--- config.mk ---
export PLATFORM = sky130hd
export DESIGN_NAME = ckb_front
export DESIGN_NICKNAME = d
export VERILOG_FILES = /design/src/rtl/ckb_pkg.sv /design/src/rtl/ckb_front.sv
export SDC_FILE = /design/constraint.sdc
export NUM_CORES = 1
export LEC_CHECK = 0
export ABC_AREA = 1
export BUFFER_PORTS_ARGS = -buffer_cell sky130_fd_sc_hd__buf_2
export CORE_ASPECT_RATIO = 0.6
export CORE_MARGIN = 10
export CORE_UTILIZATION = 45
export DETAILED_ROUTE_END_ITERATION = 8
export HOLD_SLACK_MARGIN = 0.05
export PLACE_DENSITY = 0.79
export SYNTH_ARGS = -nofsm -noshare
export SYNTH_HDL_FRONTEND = slang
export SYNTH_SLANG_ARGS = --single-unit
--- constraint.sdc ---
create_clock -name clock -period 11.98 [get_ports clock]
set_input_delay 1.198 -clock clock [delete_from_list [all_inputs] [get_ports clock]]
set_output_delay 1.198 -clock clock [all_outputs]
set_load 0.01 [all_outputs]
--- src/rtl/ckb_pkg.sv ---
// Shared types and constants for the chord-length knot builder.
// Depends on nothing; ckb_front, ckb_back and the top level import it.
package ckb_pkg;

   localparam int COORD_BITS     = 24;
   localparam int KNOT_FRAC_BITS = 16;
   localparam int KNOT_W         = KNOT_FRAC_BITS + 1;
   localparam int LEN_BITS       = 32;
   localparam int MAX_POINTS_DEF = 64;

   localparam logic [1:0]        MULT_END = 2'd2;
   localparam logic [1:0]        MULT_MID = 2'd1;
   localparam logic [KNOT_W-1:0] KNOT_ONE = KNOT_W'(1) << KNOT_FRAC_BITS;

   typedef struct packed {
      logic signed [COORD_BITS-1:0] pt_x;
      logic signed [COORD_BITS-1:0] pt_y;
      logic signed [COORD_BITS-1:0] pt_z;
      logic                         final_point;
   } req_type;

   typedef struct packed {
      logic signed [COORD_BITS-1:0] ctrl_x;
      logic signed [COORD_BITS-1:0] ctrl_y;
      logic signed [COORD_BITS-1:0] ctrl_z;
      logic [KNOT_W-1:0]            knot_value;
      logic [1:0]                   multiplicity;
      logic                         degenerate;
      logic                         last_out;
   } rsp_type;

   typedef struct packed {
      logic signed [COORD_BITS-1:0] x;
      logic signed [COORD_BITS-1:0] y;
      logic signed [COORD_BITS-1:0] z;
   } point_type;

   // classified item handed from the front to the back
   typedef struct packed {
      point_type pt;
      logic      keep;   // point goes into the store
      logic      first;  // first point of the run, zero segment length
      logic      fin;    // emit the run after this item
   } job_type;

endpackage

--- src/rtl/ckb_front.sv ---
// Front end: accepts points, classifies them (first, kept, dropped, final)
// and holds them in a two-entry queue for the back end. Uses ckb_pkg.
module ckb_front import ckb_pkg::*; #(
   parameter int MAX_POINTS = MAX_POINTS_DEF,
   localparam int CNT_W = $clog2(MAX_POINTS + 1)
) (
   input  logic             clock,
   input  logic             reset,
   input  logic             req_push,
   input  req_type          req_data,
   output logic             req_full,
   output logic             job_valid,
   input  logic             job_take,
   output job_type          job,
   output logic [CNT_W-1:0] job_cnt
);

   localparam int QDEPTH = 2;

   logic [CNT_W-1:0] count_ff;
   job_type          q_job_ff [QDEPTH];
   logic [CNT_W-1:0] q_cnt_ff [QDEPTH];
   logic             wr_ptr_ff, rd_ptr_ff;
   logic [1:0]       fill_ff;

   logic             push, take, keep;
   logic [CNT_W-1:0] cnt_in;
   job_type          job_in;

   assign req_full  = (fill_ff == 2'(QDEPTH));
   assign job_valid = (fill_ff != 2'd0);
   assign push      = req_push && !req_full;
   assign take      = job_take && job_valid;

   assign keep   = (count_ff < CNT_W'(MAX_POINTS));
   assign cnt_in = keep ? CNT_W'(count_ff + 1'b1) : count_ff;

   always_comb begin
      job_in.pt.x  = req_data.pt_x;
      job_in.pt.y  = req_data.pt_y;
      job_in.pt.z  = req_data.pt_z;
      job_in.keep  = keep;
      job_in.first = (count_ff == '0);
      job_in.fin   = req_data.final_point;
   end

   always_ff @(posedge clock) begin
      if (reset) begin
         count_ff  <= '0;
         wr_ptr_ff <= 1'b0;
         rd_ptr_ff <= 1'b0;
         fill_ff   <= 2'd0;
      end else begin
         if (push) begin
            q_job_ff[wr_ptr_ff] <= job_in;
            q_cnt_ff[wr_ptr_ff] <= cnt_in;
            wr_ptr_ff           <= !wr_ptr_ff;
            count_ff            <= req_data.final_point ? '0 : cnt_in;
         end
         if (take) begin
            rd_ptr_ff <= !rd_ptr_ff;
         end
         fill_ff <= 2'(fill_ff + {1'b0, push} - {1'b0, take});
      end
   end

   assign job     = q_job_ff[rd_ptr_ff];
   assign job_cnt = q_cnt_ff[rd_ptr_ff];

endmodule

==> results of run 1 <==
logic make-up after synthesis:
group	after synthesis	share of synthesized area
simple gates	43	0.0322
mux	82	0.138
compound gates	15	0.0154
buf+inv	28	0.0287
xor+xnor	3	0.00394
fa+ha+maj	4	0.00750
flops	176	0.774
critical path: stages (launching register included):
cell	delay [ns]
dfxtp_4	1.07
mux2_2	0.44
buf_2	0.15
final cells by class:
type / count / area, µm² / share of cell area
Inverter: 16 / 67.6 / 0.00823
Multi-Input combinational cell: 147 / 1330 / 0.162
Clock buffer: 17 / 425 / 0.0518
Sequential cell: 176 / 5170 / 0.630
Antenna cell: 1 / 2.50 / 0.000305
Clock inverter: 15 / 145 / 0.0177
Tap cell: 198 / 248 / 0.0302
Timing Repair Buffer: 163 / 823 / 0.100
through the flow:
stage | setup WS [ns] | hold WS, ns | power [W] | instances
6_report | 8.65 | 0.493 | 0.00159 | 733
2_1_floorplan | 4.31 | 0.464 | 0.000977 | 351
5_1_grt | 8.48 | 0.532 | 0.00166 | 732
3_5_place_dp | 8.18 | 0.481 | 0.00108 | 700
4_1_cts | 8.62 | 0.493 | 0.00161 | 732
3_3_place_gp | 8.27 | 0.476 | 0.00107 | 700
registers in the layout, summed over array words and instances (netlist names), named ones only:
| signal | count |
|---|---|
| count_ff | 7 |
| fill_ff | 2 |
| q_cnt_ff | 14 |
| q_job_ff | 150 |
| rd_ptr_ff | 1 |
| wr_ptr_ff | 1 |
power breakdown:
group	internal (W)	switching [W]	total (W)
registers	0.000731	0.0000461	0.000777
logic	0.000142	0.000140	0.000282
clock network	0.000278	0.000248	0.000526
how the worst min path moves through the flow:
stage	from	endpoint	slack, ns	cells past startpoint
after floorplan	wr_ptr_ff	wr_ptr_ff	0.46	2
after global placement	wr_ptr_ff	wr_ptr_ff	0.48	2
after detailed placement	wr_ptr_ff	wr_ptr_ff	0.48	2
after CTS	wr_ptr_ff	wr_ptr_ff	0.49	2
after global routing	wr_ptr_ff	wr_ptr_ff	0.53	2
final	wr_ptr_ff	wr_ptr_ff	0.49	2
synthesized netlist by cell type:
master,number,area share
clkbuf_1,1,0.00056
nor3_2,1,0.0015
and2_1,1,0.00094
o21a_1,1,0.0011
o21ai_2,1,0.0013
dfxtp_1,12,0.036
a21oi_1,4,0.0030
nand2_4,1,0.0017
nand3_2,1,0.0015
nand4_1,2,0.0019
nor3_1,2,0.0015
o21ai_4,1,0.0024
nand2_1,16,0.0090
a21oi_2,1,0.0013
nand3_1,4,0.0030
buf_4,1,0.0011
or2_2,2,0.0019
nor3b_1,3,0.0034
edfxtp_1,164,0.74
ha_1,4,0.0075
buf_6,10,0.017
mux2_2,82,0.14
a22oi_1,2,0.0022
a31oi_1,1,0.00094
inv_2,1,0.00056
xnor2_1,3,0.0039
nor2_2,1,0.00094
nor2_1,9,0.0051
inv_1,14,0.0079
o21ai_0,1,0.00075
o21ai_1,3,0.0022
inv_8,1,0.0017
per-layer routing:
| metal | vias up | GRT usage | routed length (µm) |
|---|---|---|---|
| met1 | 1786 | 0.161 | 5900 |
| met2 | 136 | 0.203 | 6170 |
| li1 | 1674 | - | - |
| met4 | 0 | 0.0318 | 39 |
| met3 | 7 | 0.0527 | 1200 |
| met5 | - | 0 | 0 |
==> summary.md, run 1 <==
| Metric | Value |
|---|---|
| Outcome | finished clean |
| Clk_skew | 0.00735 ns |
| Core Footprint | roughly 15000 µm² |
| Flop-to-flop setup slack | 9.09 ns |
| WL/cell | approximately 18 µm |
| Starting DRC count in detailed routing | approximately 240 |
| Fmax | between 300 and 400 MHz |
| ANT nets after route | 0 |
| Area growth from synthesis to layout | 23.0% |
| Req. time, crit path | ~11 ns |
| Worst-path clk slew | 0.07 ns |
| Most common cell after layout, fill and taps aside | edfxtp_1 |
| Mean Syn Cell Area | between 15 and 20 µm² |
| Number of different library cells in the post-synthesis netlist | 32 |
| Initial antenna violation count | 0 |
| Via count | ~3.6k |
| TNS Setup | 0 ns |
| TritonCTS Buffers | 17 |
| Mapped Cells | ~350 |
| Seq/Total Area, Yosys | 0.774 |
| Initial Utilization | 0.460 |
| Sink Count | between 150 and 200 |
| H-tree lvl count | 4 |
| CTS tree | yes |
| 1st-pass router iterations | 5 |
| Crit path DAT | between 2 and 2.5 ns |
| WS Path Type | register to output pin |
| Row cnt | 34 |
| Synthesized cell area | 6670 µm² |
| I/O Buffers | 160 |
| Ratio of cells with drive above 1 in the final layout | 0.543 |
| Post-Layout Inst Area | between 8000 and 9000 µm² |
| Worst skew pair latency | 0.41 ns |
| CP Max Fanout | 82 |
| DIE WIDTH | ~180 µm |
| DIE AREA | slightly above 20000 µm² |
| Slew Limit Fails | 0 |
| Mapped Nets | around 430 |
| HP Class | register to register |
| Worst R2R End | q_cnt_ff[0][0] |
| Fill count | roughly 1.2k |
| Die H | roughly 110 µm |
| Minimum clock period | 3.33 ns |
| DP HPWL | 9.23 mm |
| Post-DP Area | around 7600 µm² |
| Most frequent cells in the layout | edfxtp_1, buf_2, mux2_2 |
| Pwr Density | roughly 190 nW/µm² |
| Clock tree buffer depth | 2 |
| Drc violations | 0 |
| Total track usage | 0.128 |
| Final nets | between 600 and 700 |
| Final Cycle Share | 0.278 |
| Fin. Hold Viols | 0 |
| Nature of the critical path endpoint | output pin |
| Yosys reg bits | about 180 |
| Wirelength, routed | ~13 mm |
| Peak VDD IR | 0.000109 V |
| Final core occ | 0.566 |
| Largest net degree at the start of global routing | 83 |
| Clk root buf | clkbuf_16 |
| Ports | between 150 and 200 |
| Grt total ovfl | 0 |
| Routed vias/inst | between 4 and 5 |
| Placer Congestion | 0.843 |
| First-pass GRT wire length | 20.4 mm |
| Max-cap viol count | 0 |
| RSZ-0062 raised after global routing | false |
| Crit start category | register |
| Warnings, synthesis | 0 |
| Post-CTS setup buffers | 0 |
| CP endpoint | job[38] |
| P_leak | a little over 3 nW |
| Final setup vio count | 0 |
| Post_cts resized | 0 |
| Hold buffers post-CTS | 0 |
| Slew HR | 0.180 |
| Worst-Margin Slew | 1.23 ns |
| Number of global-route vias before repair | 3830 |
| R2r worst-path depth | 4 |
| Critical R2R Launch | fill_ff[0] |
No activity file was read; power rests on OpenSTA's default activity.
==> run 2, diff against run 1 <==
--- a/config.mk
+++ b/config.mk
@@ -12,7 +12,7 @@
 export CORE_UTILIZATION = 45
 export DETAILED_ROUTE_END_ITERATION = 8
 export HOLD_SLACK_MARGIN = 0.05
-export PLACE_DENSITY = 0.79
+export PLACE_DENSITY = 0.82
 export SYNTH_ARGS = -nofsm -noshare
 export SYNTH_HDL_FRONTEND = slang
 export SYNTH_SLANG_ARGS = --single-unit
==> constraint.sdc (replaced) <==
create_clock -name clock -period 3 [get_ports clock]
set_input_delay 0.3 -clock clock [delete_from_list [all_inputs] [get_ports clock]]
set_output_delay 0.3 -clock clock [all_outputs]
set_load 0.01 [all_outputs]
==> summary.md, run 2 (same netlist as run 1, synthesis figures left out) <==
| Metric | Value |
|---|---|
| Outcome | finished clean |
| Worst-path clk slew | approximately 0.080 ns |
| Die H | 114 µm |
| Worst-Margin Slew | slightly below 0.6 ns |
| Slew Limit Fails | 0 |
| Clk root buf | clkbuf_16 |
| TNS Setup | 0 ns |
| Wirelength, routed | 13.4 mm |
| Drc violations | 0 |
| Via count | about 3.6k |
| Biggest regs | q_job_ff (150), q_cnt_ff (14), count_ff (7) |
| Max-cap viol count | 0 |
| Net Sw Frac | 0.272 |
| Initial antenna violation count | 1 |
| DP HPWL | 9.36 mm |
| Final Cycle Share | 0.724 |
| Grt total ovfl | 0 |
| Number of global-route vias before repair | 3830 |
| Clk_skew | ~0.0082 ns |
| Fin. Hold Viols | 0 |
| Final nets | 604 |
| Final setup margin | approximately 0.83 ns |
| Peak VDD IR | about 0.0004 V |
| Hold_sp | req_data[29] |
| WL/cell | ~18 µm |
| Most common cell after layout, fill and taps aside | edfxtp_1 |
| CP peak stage delay | roughly 0.50 ns |
| DIE AREA | between 20000 and 25000 µm² |
| Placer Congestion | between 0.7 and 0.8 |
| Pwr Density | 769 nW/µm² |
| Clock tree buffer depth | 2 |
| RSZ-0062 raised after global routing | false |
| Logic pwr share | 0.197 |
| Ports | between 150 and 200 |
| WS Path Type | register to output pin |
| Top reg by flops | q_job_ff |
| Core Footprint | 14500 µm² |
| Flop-to-flop setup slack | 1.14 ns |
| 1st-pass router iterations | 4 |
| P_leak | 3.03 nW |
| Initial Utilization | 0.460 |
| H-tree lvl count | 4 |
| Post_cts resized | 0 |
| Flop pwr share | 0.474 |
| Largest net degree at the start of global routing | 66 |
| Slew HR | 0.604 |
| Row cnt | 34 |
| N_diodes | 0 |
| Ratio of cells with drive above 1 in the final layout | 0.545 |
| Routed vias/inst | approximately 5 |
| Crit path DAT | 1.87 ns |
| TritonCTS Buffers | 17 |
| Pint | between 0.004 and 0.005 W |
| CP Max Fanout | 65 |
| Final setup vio count | 0 |
| Crit start category | register |
| Post-place setup slack | between 1 and 1.5 ns |
| Sink Count | 176 |
| I/O Buffers | 160 |
| Critical R2R Launch | fill_ff[1] |
| CP cell instances | buf_12 -> mux2_2 -> buf_2 |
| Total track usage | 0.130 |
| Sw Pwr | ~0.0017 W |
| DIE WIDTH | around 180 µm |
| Nature of the critical path endpoint | output pin |
| Critical Path Slowest Stage Cell | dfxtp_4 |
| Clock power share | 0.329 |
| Minimum clock period | about 2.2 ns |
| Starting DRC count in detailed routing | approximately 270 |
| Worst skew pair latency | 0.40 ns |
| Fmax | about 460 MHz |
| HP Class | input pin to register |
| Largest register FFs | 150 |
| Hold buffers post-CTS | 0 |
| Most frequent cells in the layout | edfxtp_1, buf_2, mux2_2 |
| Post-CTS setup buffers | 0 |
| CTS tree | yes |
| First-pass GRT wire length | around 21 mm |
| Req. time, crit path | between 2 and 3 ns |
| ANT nets after route | 0 |
| Area growth from synthesis to layout | 23.5% |
-- run 2: metal layers --
layer	GRT usage	routed length, µm
met4	0.0329	63
met5	0	13
met1	0.162	5760
met3	0.0563	1270
met2	0.204	6300
-- run 2: power groups by stage --
| stage | combinational (W) | sequential, W | clock, W |
|---|---|---|---|
| floorplan | 0.000869 | 0.00302 | 0 |
| global placement | 0.00125 | 0.00305 | 0 |
| detailed placement | 0.00127 | 0.00306 | 0 |
| CTS | 0.00128 | 0.00301 | 0.00214 |
| global route | 0.00136 | 0.00303 | 0.00225 |
| finish | 0.00125 | 0.00301 | 0.00209 |
-- run 2: worst paths after layout --
path	to	depth (start not counted)
setup / recovery	job_cnt[4]	3
hold / removal	q_job_ff[0][31]	1
setup reg to reg	q_job_ff[0][60]	5
hold reg to reg	wr_ptr_ff	2
-- run 2: layout make-up --
| class | count | area, µm² |
|---|---|---|
| well taps | 198 | 248 |
| inverters | 16 | 67.6 |
| clock buffers | 18 | 429 |
| multi-input cells | 147 | 1340 |
| flip-flops and latches | 176 | 5170 |
| repair buffers | 165 | 851 |
| clock inverters | 14 | 143 |
| fillers | 1118 | 6260 |
-- run 2: critical path: cells and delay by family, from the launching register on --
kind / cells / cell delay [ns]
flops: 1 / 0.50
buf+inv: 2 / 0.48
mux: 1 / 0.40
-- run 2: metrics by stage --
stage | hold slack [ns] | total power, W | cell area [µm²] | std cells | utilization
after detailed placement | 0.485 | 0.00433 | 7670 | 702 | 0.529
after CTS | 0.0588 | 0.00643 | 8240 | 734 | 0.568
final | 0.0752 | 0.00634 | 8240 | 734 | 0.568
after floorplan | 0.369 | 0.00389 | 6700 | 351 | -
after global routing | 0.0553 | 0.00664 | 8240 | 734 | 0.568
after global placement | 0.485 | 0.00430 | 7670 | 702 | 0.529
